<file path="config.mk">
export PLATFORM = sky130hd
export DESIGN_NAME = stepper_ramp_step_generator
export DESIGN_NICKNAME = d
export VERILOG_FILES = /design/src/rtl/core/srsg_pkg.sv /design/src/rtl/core/stepper_ramp_step_generator.sv
export SDC_FILE = /design/constraint.sdc
export NUM_CORES = 1
export LEC_CHECK = 0
export BUFFER_PORTS_ARGS = -buffer_cell sky130_fd_sc_hd__buf_2
export CAP_MARGIN = 20
export CORE_MARGIN = 5
export CORE_UTILIZATION = 55
export DETAILED_ROUTE_END_ITERATION = 8
export PLACE_DENSITY = 0.72
export SLEW_MARGIN = 20
export SYNTH_ARGS = -nofsm -noshare
export SYNTH_HDL_FRONTEND = slang
export SYNTH_SLANG_ARGS = --single-unit
</file>
<file path="constraint.sdc">
create_clock -name i_clk -period 9.9 [get_ports i_clk]
set_input_delay 1.485 -clock i_clk [delete_from_list [all_inputs] [get_ports i_clk]]
set_output_delay 1.485 -clock i_clk [all_outputs]
set_load 0.005 [all_outputs]
</file>
<file path="src/rtl/core/srsg_pkg.sv">
package srsg_pkg;

    // Register indexes on the configuration port
    localparam logic [1:0] CFG_CRUISE_PERIOD     = 2'd0;
    localparam logic [1:0] CFG_RAMP_START_PERIOD = 2'd1;
    localparam logic [1:0] CFG_MIN_RAMP_STEPS    = 2'd2;

    // Register reset values
    localparam logic [15:0] RST_CRUISE_PERIOD     = 16'd300;
    localparam logic [15:0] RST_RAMP_START_PERIOD = 16'd800;
    localparam logic [15:0] RST_MIN_RAMP_STEPS    = 16'd20;

    // Operation codes carried in tuser
    localparam logic OP_TICK  = 1'b0;
    localparam logic OP_START = 1'b1;

    // Field and bus widths
    localparam int unsigned REG_BITS    = 16;
    localparam int unsigned PERIOD_BITS = 16;
    localparam int unsigned IN_BITS     = 24;
    localparam int unsigned OUT_BITS    = 24;

    // The ramp length is the step count divided by this
    localparam int unsigned RAMP_DIVISOR = 3;

    // Reciprocal of the divisor: for any 16-bit count, count / 3 equals
    // (count * RAMP_RECIP) >> RAMP_RECIP_SHIFT exactly.
    localparam logic [15:0] RAMP_RECIP       = 16'hAAAB;
    localparam int unsigned RAMP_RECIP_SHIFT = 17;

    // Sequencer states
    typedef enum logic [3:0] {
        ST_IDLE,
        ST_SPAN,
        ST_DIFF,
        ST_MUL,
        ST_LOAD,
        ST_DIV,
        ST_RAMP,
        ST_FIN,
        ST_PUSH
    } t_state;

endpackage

</file>
<file path="src/rtl/core/stepper_ramp_step_generator.sv">
// A tick that issues a step passes the span, difference, multiply and load states, the
// 16-iteration restoring divider that scales the ramp delay, then finish and push. A start
// command passes multiply, ramp and push, the shared multiplier forming count / 3 by a
// reciprocal. Every other item goes straight to push. The result register lets the next
// item enter while a result waits. Reset is synchronous and active low: it loads the
// register defaults (300, 800, 20), clears all move state and empties the result register.
module stepper_ramp_step_generator #(
    parameter int unsigned COUNT_BITS = 16
) (
    input  logic        i_clk,
    input  logic        i_rst_n,
    // Input stream
    input  logic        i_s_tvalid,
    output logic        o_s_tready,
    input  logic [23:0] i_s_tdata,  // [15:0] step_count, [16] direction, [23:17] zero
    input  logic        i_s_tuser,  // [0] operation
    // Result stream
    output logic        o_m_tvalid,
    input  logic        i_m_tready,
    output logic [23:0] o_m_tdata,  // [0] step_fire, [1] direction_level, [2] moving_flag,
                                    // [3] move_done, [4] command_rejected,
                                    // [20:5] steps_issued, [23:21] zero
    // Configuration write port
    input  logic        i_cfg_we,
    input  logic [1:0]  i_cfg_idx,
    input  logic [15:0] i_cfg_data
);
    import srsg_pkg::*;

    localparam int unsigned CB = COUNT_BITS;
    localparam int unsigned QW = (COUNT_BITS > PERIOD_BITS) ? COUNT_BITS : PERIOD_BITS;
    localparam int unsigned MW = PERIOD_BITS + COUNT_BITS;
    localparam int unsigned IW = $clog2(QW + 1);

    // Control and move state
    t_state            r_state, n_state;
    logic              r_moving, n_moving;
    logic              r_dir, n_dir;
    logic [CB-1:0]     r_target, n_target;
    logic [CB-1:0]     r_pos, n_pos;
    logic [CB-1:0]     r_ramp, n_ramp;
    logic [CB-1:0]     r_wait, n_wait;
    logic              r_ovalid, n_ovalid;
    logic              r_ramp_job, n_ramp_job;
    logic [IW-1:0]     r_iter, n_iter;
    logic [15:0]       r_cruise, r_rsp, r_minramp;

    // Working registers of the shared datapath
    logic [CB-1:0]     r_a, n_a;
    logic [CB-1:0]     r_b, n_b;
    logic [15:0]       r_spanmag, n_spanmag;
    logic              r_neg, n_neg;
    logic [MW-1:0]     r_prod, n_prod;
    logic [CB-1:0]     r_rem, n_rem;
    logic [QW-1:0]     r_quo, n_quo;
    logic [CB-1:0]     r_dvs, n_dvs;
    logic              r_fire, n_fire;
    logic              r_done, n_done;
    logic              r_rej, n_rej;
    logic [OUT_BITS-1:0] r_odata, n_odata;

    // Datapath intermediates
    logic [CB-1:0]     w_cnt;
    logic [CB-1:0]     w_wdec;
    logic [CB-1:0]     w_toend;
    logic [16:0]       w_span;
    logic [16:0]       w_negspan;
    logic [CB:0]       w_trial;
    logic [CB:0]       w_trial_sub;
    logic              w_ge;
    logic [QW-1:0]     w_cnt3;
    logic [QW-1:0]     w_minr;
    logic [QW-1:0]     w_rampq;
    logic [CB-1:0]     w_rampv;
    logic [17:0]       w_q;
    logic [17:0]       w_qs;
    logic [17:0]       w_d;

    assign w_cnt       = COUNT_BITS'(i_s_tdata[15:0]);
    assign w_wdec      = (r_wait != '0) ? (r_wait - CB'(1)) : r_wait;
    assign w_toend     = r_target - r_pos - CB'(1);
    assign w_span      = {1'b0, r_rsp} - {1'b0, r_cruise};
    assign w_negspan   = 17'd0 - w_span;

    // One restoring divider step
    assign w_trial     = {r_rem, r_quo[QW-1]};
    assign w_trial_sub = w_trial - {1'b0, r_dvs};
    assign w_ge        = (w_trial >= {1'b0, r_dvs});

    // Ramp length from the scaled count and the minimum ramp
    assign w_cnt3      = QW'(r_prod[MW-1:RAMP_RECIP_SHIFT]);
    assign w_minr      = QW'(r_minramp);
    assign w_rampq     = (w_cnt3 < w_minr) ? w_minr : w_cnt3;
    assign w_rampv     = COUNT_BITS'(w_rampq);

    // Delay from the signed quotient
    assign w_q         = {2'b00, r_quo[PERIOD_BITS-1:0]};
    assign w_qs        = r_neg ? (18'd0 - w_q) : w_q;
    assign w_d         = {2'b00, r_cruise} + w_qs;

    assign o_s_tready  = (r_state == ST_IDLE);
    assign o_m_tvalid  = r_ovalid;
    assign o_m_tdata   = r_odata;

    // Sequencer: next state and datapath updates
    always_comb begin
        n_state    = r_state;
        n_moving   = r_moving;
        n_dir      = r_dir;
        n_target   = r_target;
        n_pos      = r_pos;
        n_ramp     = r_ramp;
        n_wait     = r_wait;
        n_ovalid   = r_ovalid;
        n_ramp_job = r_ramp_job;
        n_iter     = r_iter;
        n_a        = r_a;
        n_b        = r_b;
        n_spanmag  = r_spanmag;
        n_neg      = r_neg;
        n_prod     = r_prod;
        n_rem      = r_rem;
        n_quo      = r_quo;
        n_dvs      = r_dvs;
        n_fire     = r_fire;
        n_done     = r_done;
        n_rej      = r_rej;
        n_odata    = r_odata;

        // The taken result leaves the output register
        if (r_ovalid && i_m_tready) begin
            n_ovalid = 1'b0;
        end

        case (r_state)
            ST_IDLE: begin
                if (i_s_tvalid) begin
                    n_fire  = 1'b0;
                    n_done  = 1'b0;
                    n_rej   = 1'b0;
                    n_state = ST_PUSH;
                    if (i_s_tuser == OP_START) begin
                        if (r_moving) begin
                            n_rej = 1'b1;
                        end else begin
                            // Latch the move and scale the count by the reciprocal of three
                            n_dir      = i_s_tdata[16];
                            n_target   = w_cnt;
                            n_pos      = '0;
                            n_wait     = '0;
                            n_moving   = 1'b1;
                            n_spanmag  = RAMP_RECIP;
                            n_a        = w_cnt;
                            n_ramp_job = 1'b1;
                            n_state    = ST_MUL;
                        end
                    end else if (r_moving) begin
                        n_wait = w_wdec;
                        if (w_wdec == '0) begin
                            if (r_pos >= r_target) begin
                                n_moving = 1'b0;
                                n_done   = 1'b1;
                            end else begin
                                n_state = ST_SPAN;
                            end
                        end
                    end
                end
            end

            ST_SPAN: begin
                // Distances to both ends of the move, clamped to the ramp
                n_a       = (r_pos < r_ramp) ? r_pos : r_ramp;
                n_b       = (w_toend < r_ramp) ? w_toend : r_ramp;
                n_neg     = w_span[16];
                n_spanmag = w_span[16] ? w_negspan[15:0] : w_span[15:0];
                n_state   = ST_DIFF;
            end

            ST_DIFF: begin
                n_a     = r_ramp - ((r_a < r_b) ? r_a : r_b);
                n_state = ST_MUL;
            end

            ST_MUL: begin
                n_prod  = MW'(r_spanmag) * MW'(r_a);
                n_state = r_ramp_job ? ST_RAMP : ST_LOAD;
            end

            ST_LOAD: begin
                // The quotient is below 2^16, so the top product bits start as remainder
                n_rem      = r_prod[MW-1:PERIOD_BITS];
                n_quo      = QW'(r_prod[PERIOD_BITS-1:0]) << (QW - PERIOD_BITS);
                n_dvs      = r_ramp;
                n_iter     = IW'(PERIOD_BITS);
                n_state    = ST_DIV;
            end

            ST_DIV: begin
                n_rem  = w_ge ? w_trial_sub[CB-1:0] : w_trial[CB-1:0];
                n_quo  = {r_quo[QW-2:0], w_ge};
                n_iter = r_iter - IW'(1);
                if (r_iter == IW'(1)) begin
                    n_state = ST_FIN;
                end
            end

            ST_RAMP: begin
                n_ramp     = (w_rampv == '0) ? CB'(1) : w_rampv;
                n_ramp_job = 1'b0;
                n_state    = ST_PUSH;
            end

            ST_FIN: begin
                // Load the delay to the next step and issue this one
                n_wait  = w_d[17] ? '0 : COUNT_BITS'(w_d[16:0]);
                n_pos   = r_pos + CB'(1);
                n_fire  = 1'b1;
                n_state = ST_PUSH;
            end

            ST_PUSH: begin
                if (!r_ovalid || i_m_tready) begin
                    n_odata  = {3'b000, 16'(r_pos), r_rej, r_done, r_moving, r_dir, r_fire};
                    n_ovalid = 1'b1;
                    n_state  = ST_IDLE;
                end
            end

            default: begin
                n_state = ST_IDLE;
            end
        endcase
    end

    // Control, move state and configuration registers
    always_ff @(posedge i_clk) begin
        if (!i_rst_n) begin
            r_state    <= ST_IDLE;
            r_moving   <= 1'b0;
            r_dir      <= 1'b0;
            r_target   <= '0;
            r_pos      <= '0;
            r_ramp     <= '0;
            r_wait     <= '0;
            r_ovalid   <= 1'b0;
            r_ramp_job <= 1'b0;
            r_iter     <= '0;
            r_cruise   <= RST_CRUISE_PERIOD;
            r_rsp      <= RST_RAMP_START_PERIOD;
            r_minramp  <= RST_MIN_RAMP_STEPS;
        end else begin
            r_state    <= n_state;
            r_moving   <= n_moving;
            r_dir      <= n_dir;
            r_target   <= n_target;
            r_pos      <= n_pos;
            r_ramp     <= n_ramp;
            r_wait     <= n_wait;
            r_ovalid   <= n_ovalid;
            r_ramp_job <= n_ramp_job;
            r_iter     <= n_iter;
            if (i_cfg_we) begin
                case (i_cfg_idx)
                    CFG_CRUISE_PERIOD:     r_cruise  <= i_cfg_data;
                    CFG_RAMP_START_PERIOD: r_rsp     <= i_cfg_data;
                    CFG_MIN_RAMP_STEPS:    r_minramp <= i_cfg_data;
                    default: begin
                    end
                endcase
            end
        end
    end

    // Datapath registers
    always_ff @(posedge i_clk) begin
        r_a       <= n_a;
        r_b       <= n_b;
        r_spanmag <= n_spanmag;
        r_neg     <= n_neg;
        r_prod    <= n_prod;
        r_rem     <= n_rem;
        r_quo     <= n_quo;
        r_dvs     <= n_dvs;
        r_fire    <= n_fire;
        r_done    <= n_done;
        r_rej     <= n_rej;
        r_odata   <= n_odata;
    end

endmodule

</file>
==> results.md <==
* # IOs at 74
* Vias at 20700
* Postcts setup bufs at 0
* Post_cts resized at 0
* End of the critical path: r_prod[27]
* Wire per inst at 18.0 um
* Worst Setup Start Kind: flip-flop
* Drt total wl at 64.3 mm
* Drt pass-1 iters at 5
* Unrepaired setup endpoints after global routing: false
* Highest routed layer: met4
* Final setup vio count at 0
* Met3 WL post-DR at 3.30 mm
* Reg-to-Reg Start: r_spanmag[3]
* Nets at 3458
* Hold Path Depth at 0
* Final Hold Viols at 0
* Vias in the first global route at 21000
* Register Area at 7100 um^2
* Dpl hpwl at 51.0 mm
* CTS Hold Buffers Added at 0
* Post-synthesis register bit count at 278
* Number of flops mapped to enable cells by yosys at 153
* Clock transition at the registers of the reported paths at 70 ps
* # H-tree levels at 1
* Post-route DRC at 0
* CP Class: flip-flop to flip-flop
* Crit path time final at 7090 ps
* Root buffer cell: clkbuf_16
* Area leader, netlist: edfxtp_1
* Mean post-synth cell area at 8.85 um^2
* Largest net degree at the start of global routing at 51
* Worst Setup SP: r_spanmag[3]
* GPL Wtd Cong at 0.935
* ANT cells at 0
* Grt ovf at 0
* Slew @ Worst Pin at 1030 ps
* Fillers at 4042
* Synth top area cells: edfxtp_1, fa_1, ha_1, dfxtp_1, nand2_1
* Sequential fraction of the synthesis area at 27.2%
* Core ar. at 46700 um^2
* Initial antenna violation count at 0
* Setup skew after layout at 19.7 ps
* Die Span Y at 228 um
* Worst reg-to-reg setup slack at 2810 ps
* I/O Buffers at 63
* Crit path DAT at 7400 ps
* Post-DRT Antenna Nets at 0
* Post-Synthesis Cells at 2942
* Prevailing post-synth register cell: edfxtp_1
* Top-count cell post-synth: nand2_1
* Vias/cell at 5.78
* Die Footprint at 51800 um^2
* GRT Overall Usage at 25.1%
* Final Cycle Share at 71.6%
* Footprint of the multi-input gates at 17100 um^2
* R2r worst-path depth at 21
* Metal1 wirelength at 27.9 mm
* Skew-Pair Late Insertion Delay at 580 ps
* Die width at 228 um
* Outcome: finished clean
* CP max FO at 16
* Num CTS Buffers at 28
* Yosys top cell area share at 17.6%
* CTS tree: built
* Max Slew Vio Count at 0
* Met2 WL at 31.3 mm
* Rel. slew slack at 31.3%
* Yosys warns at 0
* Max-cap viol count at 0
* Post-synth top cells: nand2_1, inv_1, ha_1
* First DRT Iteration DRCs at 1381
* First-pass GRT wire length at 106 mm
* TritonCTS Sinks at 278
* Netlist cell types at 98
* R2R Path End: r_prod[27]
* Area grow syn2layout at 6.75%
* Mapped cell area at 26000 um^2
* Total negative setup slack at 0 ps
* Max frequency at 141 MHz
* Fraction of registers with async set/reset at 0%
* Core Rows at 79
* Setup crit end kind: flip-flop
* Maximum clock path buffer count at 3
* CP required at 10210 ps
* HP Class: flip-flop to flip-flop
* Initial Util at 55.8%
* Share of layout cells above drive strength 1 at 6.77%
[kinds of logic after synthesis]
logic type	synth area share [%]
buf+inv	7.18
flops	27.2
simple gates	17.9
compound gates	13.4
mux	2.04
xor+xnor	4.23
other cells	0.0144
fa+ha+maj	27.9
[state kept, by name, indices dropped and copies added, names as in the netlist, 4 cells and up]
signal,flops
r_prod,32
o_m_tdata,21
r_a,16
r_b,16
r_cruise,16
r_dvs,16
r_minramp,16
r_pos,16
r_quo,16
r_ramp,16
r_rem,16
r_rsp,16
r_spanmag,16
r_target,16
r_wait,16
r_iter,5
r_state,4
[worst min-delay path by stage]
stage	startpoint	end
4_1_cts	r_dir	o_m_tdata[1]
6_report	r_done	o_m_tdata[3]
3_5_place_dp	r_fire	o_m_tdata[0]
3_3_place_gp	r_dir	o_m_tdata[1]
2_1_floorplan	r_fire	o_m_tdata[0]
5_1_grt	r_dir	o_m_tdata[1]
[layout by cell type, fill, tap and decap left out, drive strengths merged, types with 21 or more instances in the layout]
master / instances
nand2: 417
inv: 386
ha: 263
a21oi: 210
fa: 199
nor2: 167
edfxtp: 153
o21ai: 145
and2: 126
dfxtp: 125
xnor2: 92
buf: 81
nor3: 62
a21o: 40
nand3: 37
mux2i: 34
clkbuf: 34
xor2: 32
nand2b: 26
nor2b: 24
nor4: 23
o21a: 21
or3: 21
[per-layer routing]
| layer | vias to the layer above | global-route usage [%] |
|---|---|---|
| met5 | - | 0 |
| met4 | 0 | 7.08 |
| met3 | 128 | 2.31 |
| met2 | 574 | 43.6 |
| met1 | 10100 | 33.8 |
| li1 | 9887 | - |
[cell type report]
cell class                 count  share of cell area (%)
clock buffer                  34                    2.79
clock inverter                18                   0.531
inverter                     381                    5.14
multi-input combinational   2178                    61.7
sequential                   278                    25.5
tap                          607                    2.73
timing repair buffer          81                    1.62
[through the flow]
| stage | hold slack [ps] | cell area, um^2 | setup slack [ps] | cells | utilization (%) |
|---|---|---|---|---|---|
| 2_1_floorplan | 400 | 26100 | 3660 | 2944 | - |
| 3_3_place_gp | 423 | 26900 | 2960 | 3525 | 57.6 |
| 3_5_place_dp | 411 | 26900 | 2890 | 3525 | 57.6 |
| 4_1_cts | 439 | 27800 | 2840 | 3577 | 59.6 |
| 5_1_grt | 444 | 27800 | 2430 | 3577 | 59.6 |
| 6_report | 433 | 27800 | 2810 | 3577 | 59.6 |
[worst max-delay path, stage by stage (launching register included)]
cell      delay, ps
edfxtp_1        690
and2_1          320
fa_1            530
inv_1            50
fa_1            470
inv_1            60
fa_1            530
fa_1            550
fa_1            570
inv_1            60
fa_1            530
inv_1            40
ha_1            360
a21o_1          190
nor4_1          290
nand2_1          90
o31ai_1         410
nor2_1          150
a21oi_1         400
inv_1           110
a41o_1          260
xor2_1          140
Power is not shown: default switching activity piles up to over one toggle a cycle in this logic, so the estimate is an artifact.
